$ cat src/sv/fdcc_pkg.sv
`timescale 1ns / 1ps

package fdcc_pkg;

    localparam int SAMPLE_W        = 10;
    localparam int SAMPLE_MAX      = (1 << SAMPLE_W) - 1;
    localparam int SHORT_WINDOW    = 5;
    localparam int BASELINE_LENGTH = 100;

    localparam int LEVEL_W     = 17;
    localparam int POWER_W     = 8;
    localparam int CFG_DATA_W  = 17;
    localparam int CFG_INDEX_W = 2;

    localparam int Q_FRAC       = 16;
    localparam int Q_ONE        = 1 << Q_FRAC;
    localparam int Q_HALF       = 1 << (Q_FRAC - 1);
    localparam int SCALE_SHIFT  = Q_FRAC - SAMPLE_W;

    localparam int SHORT_W     = $clog2(SHORT_WINDOW * SAMPLE_MAX + 1);
    localparam int SLOT_W      = (SHORT_WINDOW > 1) ? $clog2(SHORT_WINDOW) : 1;
    localparam int SLOT_RESET  = 1 % SHORT_WINDOW;
    localparam int CNT_MAX     = BASELINE_LENGTH + 1;
    localparam int CNT_W       = $clog2(CNT_MAX + 1);
    localparam int BSUM_W      = $clog2(BASELINE_LENGTH * SAMPLE_MAX + 1);

    // floor(y / d) = (y * ceil(2^k / d)) >> k with k = width(y) + clog2(d)
    localparam int     SHORT_Y_W = SHORT_W + SCALE_SHIFT;
    localparam int     SHORT_K   = SHORT_Y_W + $clog2(SHORT_WINDOW);
    localparam int     SHORT_M_W = SHORT_Y_W + 2;
    localparam int     SHORT_P_W = SHORT_Y_W + SHORT_M_W;
    localparam longint SHORT_M   =
        ((longint'(1) << SHORT_K) + SHORT_WINDOW - 1) / SHORT_WINDOW;

    localparam int     BASE_Y_W = BSUM_W + SCALE_SHIFT;
    localparam int     BASE_K   = BASE_Y_W + $clog2(BASELINE_LENGTH);
    localparam int     BASE_M_W = BASE_Y_W + 2;
    localparam int     BASE_P_W = BASE_Y_W + BASE_M_W;
    localparam longint BASE_M   =
        ((longint'(1) << BASE_K) + BASELINE_LENGTH - 1) / BASELINE_LENGTH;

    localparam int GREEN_GAIN = 1000;
    localparam int EDGE_GAIN  = 256;
    localparam int GAIN_W     = 10;
    localparam int POWER_MAX  = (1 << POWER_W) - 1;

    localparam int NEUTRAL_LOW_RESET  = 26214;
    localparam int NEUTRAL_HIGH_RESET = 39322;
    localparam int POWER_FLOOR_RESET  = 10;

    typedef enum logic [1:0] {
        COLOR_GREEN = 2'd0,
        COLOR_BLUE  = 2'd1,
        COLOR_RED   = 2'd2
    } color_t;

    typedef enum logic [CFG_INDEX_W-1:0] {
        REG_NEUTRAL_LOW  = 2'd0,
        REG_NEUTRAL_HIGH = 2'd1,
        REG_POWER_FLOOR  = 2'd2
    } cfg_index_t;

    typedef struct packed {
        logic [LEVEL_W-1:0] neutral_low;
        logic [LEVEL_W-1:0] neutral_high;
        logic [POWER_W-1:0] power_floor;
    } cfg_t;

endpackage

$ cat src/sv/fdcc_classify.sv
`timescale 1ns / 1ps

module fdcc_classify
    import fdcc_pkg::*;
(
    input  logic [LEVEL_W-1:0] short_q,
    input  logic [LEVEL_W-1:0] base_q,
    input  cfg_t               cfg,
    output color_t             color,
    output logic [POWER_W-1:0] power,
    output logic [LEVEL_W-1:0] level
);

    localparam int PROD_W = LEVEL_W + GAIN_W;
    localparam int SUM_W  = PROD_W - Q_FRAC + 1;

    logic [LEVEL_W-1:0]      short_biased;
    logic signed [LEVEL_W:0] diff;
    logic [LEVEL_W-1:0]      span;
    logic [GAIN_W-1:0]       gain;
    logic [PROD_W-1:0]       prod;
    logic [SUM_W-1:0]        power_sum;

    assign short_biased = short_q + LEVEL_W'(Q_HALF);
    assign diff = $signed({1'b0, short_biased}) - $signed({1'b0, base_q});

    always_comb
    begin
        if (diff < 0)
        begin
            level = '0;
        end
        else if (diff > $signed((LEVEL_W + 1)'(Q_ONE)))
        begin
            level = LEVEL_W'(Q_ONE);
        end
        else
        begin
            level = diff[LEVEL_W-1:0];
        end
    end

    always_comb
    begin
        if (level > cfg.neutral_low && level < cfg.neutral_high)
        begin
            color = COLOR_GREEN;
            gain  = GAIN_W'(GREEN_GAIN);
            if (level < LEVEL_W'(Q_HALF))
            begin
                span = level - cfg.neutral_low;
            end
            else
            begin
                span = cfg.neutral_high - level;
            end
        end
        else if (level <= cfg.neutral_low)
        begin
            color = COLOR_BLUE;
            gain  = GAIN_W'(EDGE_GAIN);
            span  = cfg.neutral_low - level;
        end
        else
        begin
            color = COLOR_RED;
            gain  = GAIN_W'(EDGE_GAIN);
            span  = level - cfg.neutral_high;
        end
    end

    assign prod      = PROD_W'(span) * PROD_W'(gain);
    assign power_sum = SUM_W'(prod[PROD_W-1:Q_FRAC]) + SUM_W'(cfg.power_floor);
    assign power     = (power_sum > SUM_W'(POWER_MAX)) ? POWER_W'(POWER_MAX)
                                                       : power_sum[POWER_W-1:0];

endmodule

$ cat src/sv/field_delta_color_classifier_top.sv
`timescale 1ns / 1ps

// One sample enters per cycle while in_stall is low; its result passes these register stages:
// the first register stage updates the five-sample moving sum and the baseline and scales both
// to Q16 by constant-reciprocal multiplies, the second forms the clamped level, the color and
// the drive power (one multiply by the band gain). The baseline is the average of the first
// 100 samples, reads zero before it, and is frozen once the hundredth sample is taken;
// calibrating is high for those first 100 results. Throughput is one item per cycle,
// limited only by the output stall. Write the band edges and the power floor only while no
// request is in flight.
module field_delta_color_classifier_top
    import fdcc_pkg::*;
(
    input  logic                   clk,
    input  logic                   rst_n,
    input  logic                   cfg_write,
    input  logic [CFG_INDEX_W-1:0] cfg_index,
    input  logic [CFG_DATA_W-1:0]  cfg_data,
    input  logic                   in_valid,
    output logic                   in_stall,
    input  logic [SAMPLE_W-1:0]    sample,
    output logic                   out_valid,
    input  logic                   out_stall,
    output logic [1:0]             color,
    output logic [POWER_W-1:0]     drive_power,
    output logic [LEVEL_W-1:0]     level,
    output logic                   calibrating
);

    cfg_t                cfg_reg;
    logic [SAMPLE_W-1:0] window_reg [SHORT_WINDOW];
    logic [SHORT_W-1:0]  short_sum_reg;
    logic [SLOT_W-1:0]   slot_reg;
    logic [BSUM_W-1:0]   bsum_reg;
    logic [LEVEL_W-1:0]  base_reg;
    logic [CNT_W-1:0]    cnt_reg;

    logic                s1_valid_reg;
    logic [LEVEL_W-1:0]  s1_short_q_reg;
    logic [LEVEL_W-1:0]  s1_base_q_reg;
    logic                s1_cal_reg;

    logic                out_valid_reg;
    color_t              color_reg;
    logic [POWER_W-1:0]  power_reg;
    logic [LEVEL_W-1:0]  level_reg;
    logic                cal_reg;

    logic                in_accept;
    logic                s2_free;
    logic                s2_load;
    logic [CNT_W-1:0]    cnt_next;
    logic                cal_next;
    logic                freeze;
    logic [SHORT_W-1:0]  short_sum_next;
    logic [SLOT_W-1:0]   slot_next;
    logic [BSUM_W-1:0]   bsum_next;
    logic [LEVEL_W-1:0]  base_next;
    logic [SHORT_P_W-1:0] short_prod;
    logic [BASE_P_W-1:0]  base_prod;
    logic [LEVEL_W-1:0]  short_q_next;

    color_t              cls_color;
    logic [POWER_W-1:0]  cls_power;
    logic [LEVEL_W-1:0]  cls_level;

    assign s2_free   = !out_valid_reg || !out_stall;
    assign s2_load   = s1_valid_reg && s2_free;
    assign in_stall  = s1_valid_reg && !s2_free;
    assign in_accept = in_valid && !in_stall;

    assign cnt_next = (cnt_reg < CNT_W'(CNT_MAX)) ? cnt_reg + CNT_W'(1) : cnt_reg;
    assign cal_next = cnt_next <= CNT_W'(BASELINE_LENGTH);
    assign freeze   = cnt_next == CNT_W'(BASELINE_LENGTH);

    assign short_sum_next = short_sum_reg - SHORT_W'(window_reg[slot_reg]) + SHORT_W'(sample);
    assign slot_next = (slot_reg == SLOT_W'(SHORT_WINDOW - 1)) ? '0 : slot_reg + SLOT_W'(1);
    assign bsum_next = cal_next ? bsum_reg + BSUM_W'(sample) : bsum_reg;

    assign short_prod = SHORT_P_W'({short_sum_next, {SCALE_SHIFT{1'b0}}})
                      * SHORT_P_W'(SHORT_M);
    assign base_prod  = BASE_P_W'({bsum_next, {SCALE_SHIFT{1'b0}}}) * BASE_P_W'(BASE_M);

    assign short_q_next = short_prod[SHORT_K +: LEVEL_W];
    assign base_next    = freeze ? base_prod[BASE_K +: LEVEL_W] : base_reg;

    always_ff @(posedge clk or negedge rst_n)
    begin
        if (!rst_n)
        begin
            cfg_reg.neutral_low  <= LEVEL_W'(NEUTRAL_LOW_RESET);
            cfg_reg.neutral_high <= LEVEL_W'(NEUTRAL_HIGH_RESET);
            cfg_reg.power_floor  <= POWER_W'(POWER_FLOOR_RESET);
        end
        else if (cfg_write)
        begin
            unique case (cfg_index_t'(cfg_index))
                REG_NEUTRAL_LOW:  cfg_reg.neutral_low  <= cfg_data[LEVEL_W-1:0];
                REG_NEUTRAL_HIGH: cfg_reg.neutral_high <= cfg_data[LEVEL_W-1:0];
                REG_POWER_FLOOR:  cfg_reg.power_floor  <= cfg_data[POWER_W-1:0];
                default:          ;
            endcase
        end
    end

    // advance the running state on every request
    always_ff @(posedge clk or negedge rst_n)
    begin
        if (!rst_n)
        begin
            for (int i = 0; i < SHORT_WINDOW; i++)
            begin
                window_reg[i] <= '0;
            end
            short_sum_reg <= '0;
            slot_reg      <= SLOT_W'(SLOT_RESET);
            bsum_reg      <= '0;
            base_reg      <= '0;
            cnt_reg       <= '0;
        end
        else if (in_accept)
        begin
            window_reg[slot_reg] <= sample;
            short_sum_reg        <= short_sum_next;
            slot_reg             <= slot_next;
            bsum_reg             <= bsum_next;
            base_reg             <= base_next;
            cnt_reg              <= cnt_next;
        end
    end

    always_ff @(posedge clk or negedge rst_n)
    begin
        if (!rst_n)
        begin
            s1_valid_reg <= 1'b0;
        end
        else if (in_accept)
        begin
            s1_valid_reg <= 1'b1;
        end
        else if (s2_load)
        begin
            s1_valid_reg <= 1'b0;
        end
    end

    always_ff @(posedge clk)
    begin
        if (in_accept)
        begin
            s1_short_q_reg <= short_q_next;
            s1_base_q_reg  <= base_next;
            s1_cal_reg     <= cal_next;
        end
    end

    fdcc_classify u_classify (
        .short_q (s1_short_q_reg),
        .base_q  (s1_base_q_reg),
        .cfg     (cfg_reg),
        .color   (cls_color),
        .power   (cls_power),
        .level   (cls_level)
    );

    always_ff @(posedge clk or negedge rst_n)
    begin
        if (!rst_n)
        begin
            out_valid_reg <= 1'b0;
        end
        else if (s2_load)
        begin
            out_valid_reg <= 1'b1;
        end
        else if (!out_stall)
        begin
            out_valid_reg <= 1'b0;
        end
    end

    always_ff @(posedge clk)
    begin
        if (s2_load)
        begin
            color_reg <= cls_color;
            power_reg <= cls_power;
            level_reg <= cls_level;
            cal_reg   <= s1_cal_reg;
        end
    end

    assign out_valid   = out_valid_reg;
    assign color       = color_reg;
    assign drive_power = power_reg;
    assign level       = level_reg;
    assign calibrating = cal_reg;

    a_level_range: assert property (@(posedge clk) disable iff (!rst_n)
        out_valid_reg |-> level_reg <= LEVEL_W'(Q_ONE))
        else $error("level above one");

    a_base_frozen: assert property (@(posedge clk) disable iff (!rst_n)
        cnt_reg == CNT_W'(CNT_MAX) |=> $stable(base_reg))
        else $error("baseline moved after freeze");

    a_cal_done: assert property (@(posedge clk) disable iff (!rst_n)
        (in_accept && cnt_reg == CNT_W'(CNT_MAX)) |=> !s1_cal_reg)
        else $error("calibrating after baseline frozen");

    a_s1_hold: assert property (@(posedge clk) disable iff (!rst_n)
        (s1_valid_reg && !s2_free) |=> s1_valid_reg)
        else $error("blocked request dropped");

    a_sum_range: assert property (@(posedge clk) disable iff (!rst_n)
        in_accept |=> short_sum_reg <= SHORT_W'(SHORT_WINDOW * SAMPLE_MAX))
        else $error("moving sum out of range");

endmodule
$ cat config.mk
export PLATFORM = sky130hd
export DESIGN_NAME = field_delta_color_classifier_top
export DESIGN_NICKNAME = d
export VERILOG_FILES = /design/src/sv/fdcc_pkg.sv /design/src/sv/fdcc_classify.sv /design/src/sv/field_delta_color_classifier_top.sv
export SDC_FILE = /design/constraint.sdc
export NUM_CORES = 1
export LEC_CHECK = 0
export BUFFER_PORTS_ARGS = -buffer_cell sky130_fd_sc_hd__buf_2
export CAP_MARGIN = 30
export CORE_MARGIN = 2
export CORE_UTILIZATION = 50
export DETAILED_ROUTE_END_ITERATION = 16
export GPL_TIMING_DRIVEN = 0
export PLACE_DENSITY = 0.63
export SYNTH_ARGS = -nofsm -noshare
export SYNTH_HDL_FRONTEND = slang
export SYNTH_SLANG_ARGS = --single-unit
$ cat constraint.sdc
create_clock -name clk -period 27.5 [get_ports clk]
set_input_delay 8.25 -clock clk [delete_from_list [all_inputs] [get_ports clk]]
set_output_delay 8.25 -clock clk [all_outputs]
set_load 0.1 [all_outputs]
==> results of run 1 <==
==> critical path, stage by stage <==
cell     delay [ps]
buf_2           120
nand3_1         120
inv_1            70
buf_2           420
==> final cells by class <==
cell class / instances / area [um2] / area share [%]
inverters: 519 / 1948 / 6.699
well taps: 688 / 860.8 / 2.960
clock buffers: 34 / 732.0 / 2.517
plain buffers: 59 / 246.5 / 0.8476
multi-input cells: 1980 / 19020 / 65.41
flip-flops and latches: 214 / 5694 / 19.58
clock inverters: 13 / 143.9 / 0.4948
repair buffers: 71 / 432.9 / 1.489
==> cell usage in the layout (no fill, tap or decap), types with 8 or more instances in the layout <==
| cell | synthesis | layout |
|---|---|---|
| o21bai_1 | 32 | 32 |
| a211oi_1 | 11 | 11 |
| inv_1 | 517 | 517 |
| xnor2_1 | 96 | 96 |
| mux2_2 | 73 | 73 |
| o31ai_1 | 9 | 9 |
| a21oi_1 | 119 | 119 |
| dfstp_2 | 19 | 19 |
| nand3_1 | 40 | 40 |
| clkbuf_1 | 42 | 45 |
| clkbuf_16 | 0 | 27 |
| a31oi_1 | 11 | 11 |
| nand4_1 | 14 | 14 |
| nand2_1 | 207 | 207 |
| mux4_2 | 10 | 10 |
| and3_1 | 17 | 17 |
| nor3_1 | 31 | 31 |
| nor2_1 | 108 | 108 |
| o21ai_0 | 157 | 157 |
| xor2_1 | 52 | 52 |
| and2_1 | 10 | 10 |
| nand3b_1 | 8 | 8 |
| or2_2 | 9 | 9 |
| o211ai_1 | 8 | 8 |
| fa_1 | 259 | 259 |
| buf_2 | 11 | 75 |
| nand2b_1 | 14 | 14 |
| o21a_1 | 23 | 23 |
| or3_1 | 20 | 20 |
| ha_1 | 451 | 451 |
| dfrtp_1 | 132 | 132 |
| edfxtp_1 | 63 | 63 |
| nor2b_1 | 10 | 10 |
| a21o_1 | 62 | 62 |
==> per-stage QoR <==
step           instance area (um2)  util, %  cells  hold WS (ps)  setup slack (ps)
2_1_floorplan                26890        -   2772         400.3             10240
3_3_place_gp                 28070    53.09   3523         448.6              9943
3_5_place_dp                 28200    53.34   3530         468.9              9916
4_1_cts                      29070    54.99   3577         483.2             10260
5_1_grt                      29080    55.01   3578         503.3              9822
6_report                     29080    55.01   3578         478.9             10270
==> path summary, 6_finish.rpt <==
path                                              from                            to  slack, ps  cells past startpoint
min                         window_reg[42]$_DFFE_PN0P_    window_reg[42]$_DFFE_PN0P_        480                      2
max                                          out_stall                      in_stall      10270                      4
min reg2reg                 window_reg[42]$_DFFE_PN0P_    window_reg[42]$_DFFE_PN0P_        480                      2
min in group asynchronous                        rst_n        cfg_reg[7]$_DFFE_PN0P_       7560                      1
max reg2reg                s1_short_q_reg[8]$_DFFE_PP_  drive_power[3]$_SDFFCE_PN1P_      13160                     47
max in group asynchronous                        rst_n    window_reg[11]$_DFFE_PN0P_      18940                      2
==> cells by family (layout without fill, tap and decap cells) <==
group                    after synthesis  in the layout  synth area share [%]
multiplexers                          90             90                 4.155
adder cells (fa/ha/maj)              710            710                 40.26
AND/OR/NAND/NOR                      521            521                 9.133
flip-flops                           214            214                 21.17
AO/OA/AOI/OAI                        511            511                 12.30
buffers and inverters                578            696                 8.156
XOR/XNOR                             148            148                 4.820
==> routing by layer <==
| metal | wire length [um] | vias to the layer above | GRT usage, % |
|---|---|---|---|
| met5 | 0 | - | 0 |
| met4 | 2822 | 0 | 9.535 |
| met2 | 35360 | 360 | 46.06 |
| met3 | 1957 | 124 | 2.212 |
| li1 | - | 9472 | - |
| met1 | 28280 | 9616 | 30.18 |
==> impl_metrics.py, run 1 <==
metrics = {
    "timing": {
        "clock.fmax_mhz": 58.04,
        "setup_viol": 0,
        "max_slew_margin_pct": 30.76,
        "setup_tns_ps": 0,
        "finClkSkew_ps": 31.70,
        "tightest_slew_ps": 1031,
        "hold_viol": 0,
        "min_period_ps": 17230,
        "period_share_pct": 62.65,
        "rsz0062_at_grt": "false",
        "slew_violations": 0,
    },
    "worst_hold_path": {
        "hold_class": "reg -> reg",
    },
    "global_routing": {
        "grt_max_degree": 116,
        "grt_overflow": 0,
        "grt_usage_pct": 25.00,
        "antenna_found_initial": 1,
        "grt_pass1_wl_um": 110700,
        "grt_pass1_vias": 20920,
    },
    "drt": {
        "viasPerCell": 5.470,
        "vias": 19570,
        "drc_errors": 0,
        "wl_per_cell_um": 19.12,
        "ant_nets": 0,
        "drtIter0Drc": 912,
        "drt_wl_total_um": 68420,
        "drtPass1Iterations": 5,
    },
    "clocking": {
        "htreeDepth": 1,
        "clockBufferDepth": 3,
        "cts_made_buffers": 26,
        "cts_resized": 0,
        "clkLatencyLatePin_ps": 580,
        "hold_buffers": 0,
        "cts_sinks": 214,
        "root_buffer": "clkbuf_16",
        "clk_pin_slew_ps": 60,
        "cts_tree": "built",
        "post_cts_buffers": 0,
    },
    "yosys": {
        "synth_top_area_share_pct": 20.98,
        "synth_seq_cells": 214,
        "yosys_warnings": 0,
        "synth_edf_count": 63,
        "synth_nets": 3516,
        "yosys.cell_types.count": 91,
        "syn_avg_cell_area_um2": 9.701,
        "netlist_instances": 2772,
        "ys_seq_area_share_pct": 21.17,
        "synthTopCellsByArea": "ha_1 (21%), fa_1 (19%), dfrtp_1 (12%)",
        "syn_area_um2": 26890,
        "yosys.area.top_type": "ha_1",
        "synth_common_cells": "inv_1 (517), ha_1 (451), fa_1 (259)",
        "yosysMostFrequentCell": "inv_1",
        "synth_ff_type": "dfrtp_1",
        "synth_async_sr_flop_share_pct": 70.56,
    },
    "run_status": {
        "run_status": "finished clean",
    },
    "worst_setup_path": {
        "crit_type": "in -> out",
        "cp-end-kind": "output port",
        "cp_data_arrival_time_ps": 8980,
        "critPathMaxFanout": 3,
        "cp_data_required_time_ps": 19250,
        "cp-start-kind": "input port",
    },
    "floorplanning": {
        "io_pins": 64,
        "dieWidth_um": 235.9,
        "chipHeight_um": 235.9,
        "dieArea_um2": 55660,
        "core_um2": 52870,
        "initial_utilization_pct": 50.87,
        "rows": 84,
    },
    "placement": {
        "io_buffers": 63,
        "place_congestion": 0.9404,
        "dp_hpwl_um": 57840,
    },
    "job": {
        "maxCapViolations": 0,
    },
    "finish": {
        "diodes": 0,
        "filler_cell_count": 4773,
        "nets": 3615,
        "drive_gt1_share_pct": 9.239,
        "syn_to_final_growth_pct": 8.138,
        "largest_reg_flops": 50,
    },
}
Power of run 1 is left out: the tool's default activity adds up to more than one toggle a clock period on the data nets, which glitch-free logic cannot reach.
==> run 2: changes to the inputs <==
PLACE_DENSITY = 0.66   (was 0.63)
clock period = 14.24 ns   (was 27.5 ns; I/O delays follow)
==> impl_metrics.py, run 2 (same netlist as run 1, synthesis figures left out) <==
metrics = {
    "run_status": {
        "run_status": "finished clean",
    },
    "finish": {
        "final_common_cell": "inv_1",
        "diodes": 0,
        "largest_reg_flops": 50,
        "drive_gt1_share_pct": 9.550,
        "nets": 3615,
        "layout_common_cells": "inv_1 (517), ha_1 (451), fa_1 (259)",
        "syn_to_final_growth_pct": 8.235,
        "layout.cells.non_filler": 3578,
    },
    "worst_setup_path": {
        "worst_path_most_repeated_cell": "a21oi_1",
        "crit_type": "reg -> reg",
        "cp-end-kind": "flip-flop",
        "critPathSlowestCell": "or4_1",
        "cp_data_arrival_time_ps": 13690,
        "cp_top_family": "compound AO/OA/AOI/OAI gates",
        "crit_buf_inv": 4,
        "r2r-end": "drive_power[2]$_SDFFCE_PN1P_",
        "cp.depth": 47,
        "cp-start-kind": "flip-flop",
        "cp_data_required_time_ps": 14520,
        "crit_start": "s1_short_q_reg[8]$_DFFE_PP_",
        "cp-endpoint": "drive_power[2]$_SDFFCE_PN1P_",
        "max_stage_delay_ps": 540,
        "reg2reg_slack_ps": 830,
        "reg2reg_from": "s1_short_q_reg[8]$_DFFE_PP_",
        "critPathMaxFanout": 10,
        "r2r_cells": 47,
    },
    "floorplanning": {
        "rows": 84,
        "chipHeight_um": 235.9,
        "core_um2": 52870,
        "io_pins": 64,
        "dieArea_um2": 55660,
        "dieWidth_um": 235.9,
        "initial_utilization_pct": 50.87,
    },
    "worst_hold_path": {
        "hold_class": "reg -> reg",
        "holdCritStartpoint": "s1_valid_reg$_DFFE_PN0P_",
        "min_path_cells": 1,
    },
    "drt": {
        "drtPass1Iterations": 5,
        "ant_nets": 0,
        "wl_met3_um": 2241,
        "wl_per_cell_um": 18.50,
        "viasPerCell": 5.509,
        "drtIter0Drc": 978,
        "met2_length_um": 33870,
        "vias": 19710,
        "drt_wl_total_um": 66200,
        "drc_errors": 0,
        "met1_length_um": 27250,
        "topRoutingLayerUsed": "met4",
    },
    "global_routing": {
        "antenna_found_initial": 0,
        "grt_overflow": 0,
        "grt_pass1_wl_um": 107700,
        "grt_pass1_vias": 21010,
        "grt_usage_pct": 24.14,
        "grt_max_degree": 86,
    },
    "placement": {
        "dp_cells": 3530,
        "place_congestion": 0.9281,
        "dp_hpwl_um": 56210,
        "io_buffers": 63,
    },
    "timing": {
        "clock.fmax_mhz": 74.60,
        "min_period_ps": 13410,
        "max_slew_margin_pct": 27.12,
        "period_share_pct": 94.14,
        "rsz0062_at_grt": "false",
        "hold_viol": 0,
        "tightest_slew_ps": 1085,
        "finClkSkew_ps": 43.02,
        "setup_tns_ps": 0,
        "slew_violations": 0,
        "holdWs_ps": 461.4,
        "setup_viol": 0,
    },
    "clocking": {
        "root_buffer": "clkbuf_16",
        "htreeDepth": 1,
        "hold_buffers": 0,
        "cts_made_buffers": 27,
        "post_cts_buffers": 0,
        "cts_resized": 0,
        "cts_sinks": 214,
        "clk_pin_slew_ps": 70,
        "clkLatencyLatePin_ps": 570,
        "cts_tree": "built",
        "clockBufferDepth": 3,
    },
    "job": {
        "maxCapViolations": 0,
    },
}
-- run 2: cell type report --
| cell class | instances | area, um2 |
|---|---|---|
| Timing Repair Buffer | 70 | 414.1 |
| Clock buffer | 36 | 770.7 |
| Fill cell | 4707 | 23760 |
| Inverter | 519 | 1948 |
| Tap cell | 688 | 860.8 |
| Sequential cell | 214 | 5694 |
| Multi-Input combinational cell | 1980 | 19050 |
| Buffer | 59 | 250.2 |
| Clock inverter | 12 | 117.6 |
-- run 2: through the flow --
step                worst slack [ps]  cell area [um2]  utilization, %
floorplan                       2037            26890               -
global placement               669.9            28070           53.09
detailed placement             441.5            28190           53.32
CTS                            425.4            29070           55.00
global route                  0.8544            29110           55.06
finish                         834.4            29110           55.06
-- run 2: worst min-delay path by stage --
stage | to | slack, ps
2_1_floorplan | calibrating$_DFFE_PP_ | 400
3_3_place_gp | out_valid$_DFFE_PN0P_ | 450
3_5_place_dp | base_reg[0]$_DFFE_PN0P_ | 460
4_1_cts | out_valid$_DFFE_PN0P_ | 460
5_1_grt | out_valid$_DFFE_PN0P_ | 470
6_report | out_valid$_DFFE_PN0P_ | 460
-- run 2: metal layers --
metal / track usage, % / vias up
li1: - / 9478
met1: 28.62 / 9708
met2: 44.19 / 392
met3: 3.230 / 132
met4: 9.361 / 0
met5: 0 / -
-- run 2: worst reg2reg max path: cells and delay by family, from the launching register on --
kind / cells / cell delay (ps)
AO/OA/AOI/OAI: 18 / 4140
adder cells (fa/ha/maj): 9 / 3770
AND/OR/NAND/NOR: 14 / 3610
buffers and inverters: 4 / 640
XOR/XNOR: 2 / 550
flip-flops: 1 / 410
Power of run 2 is left out for the same reason.
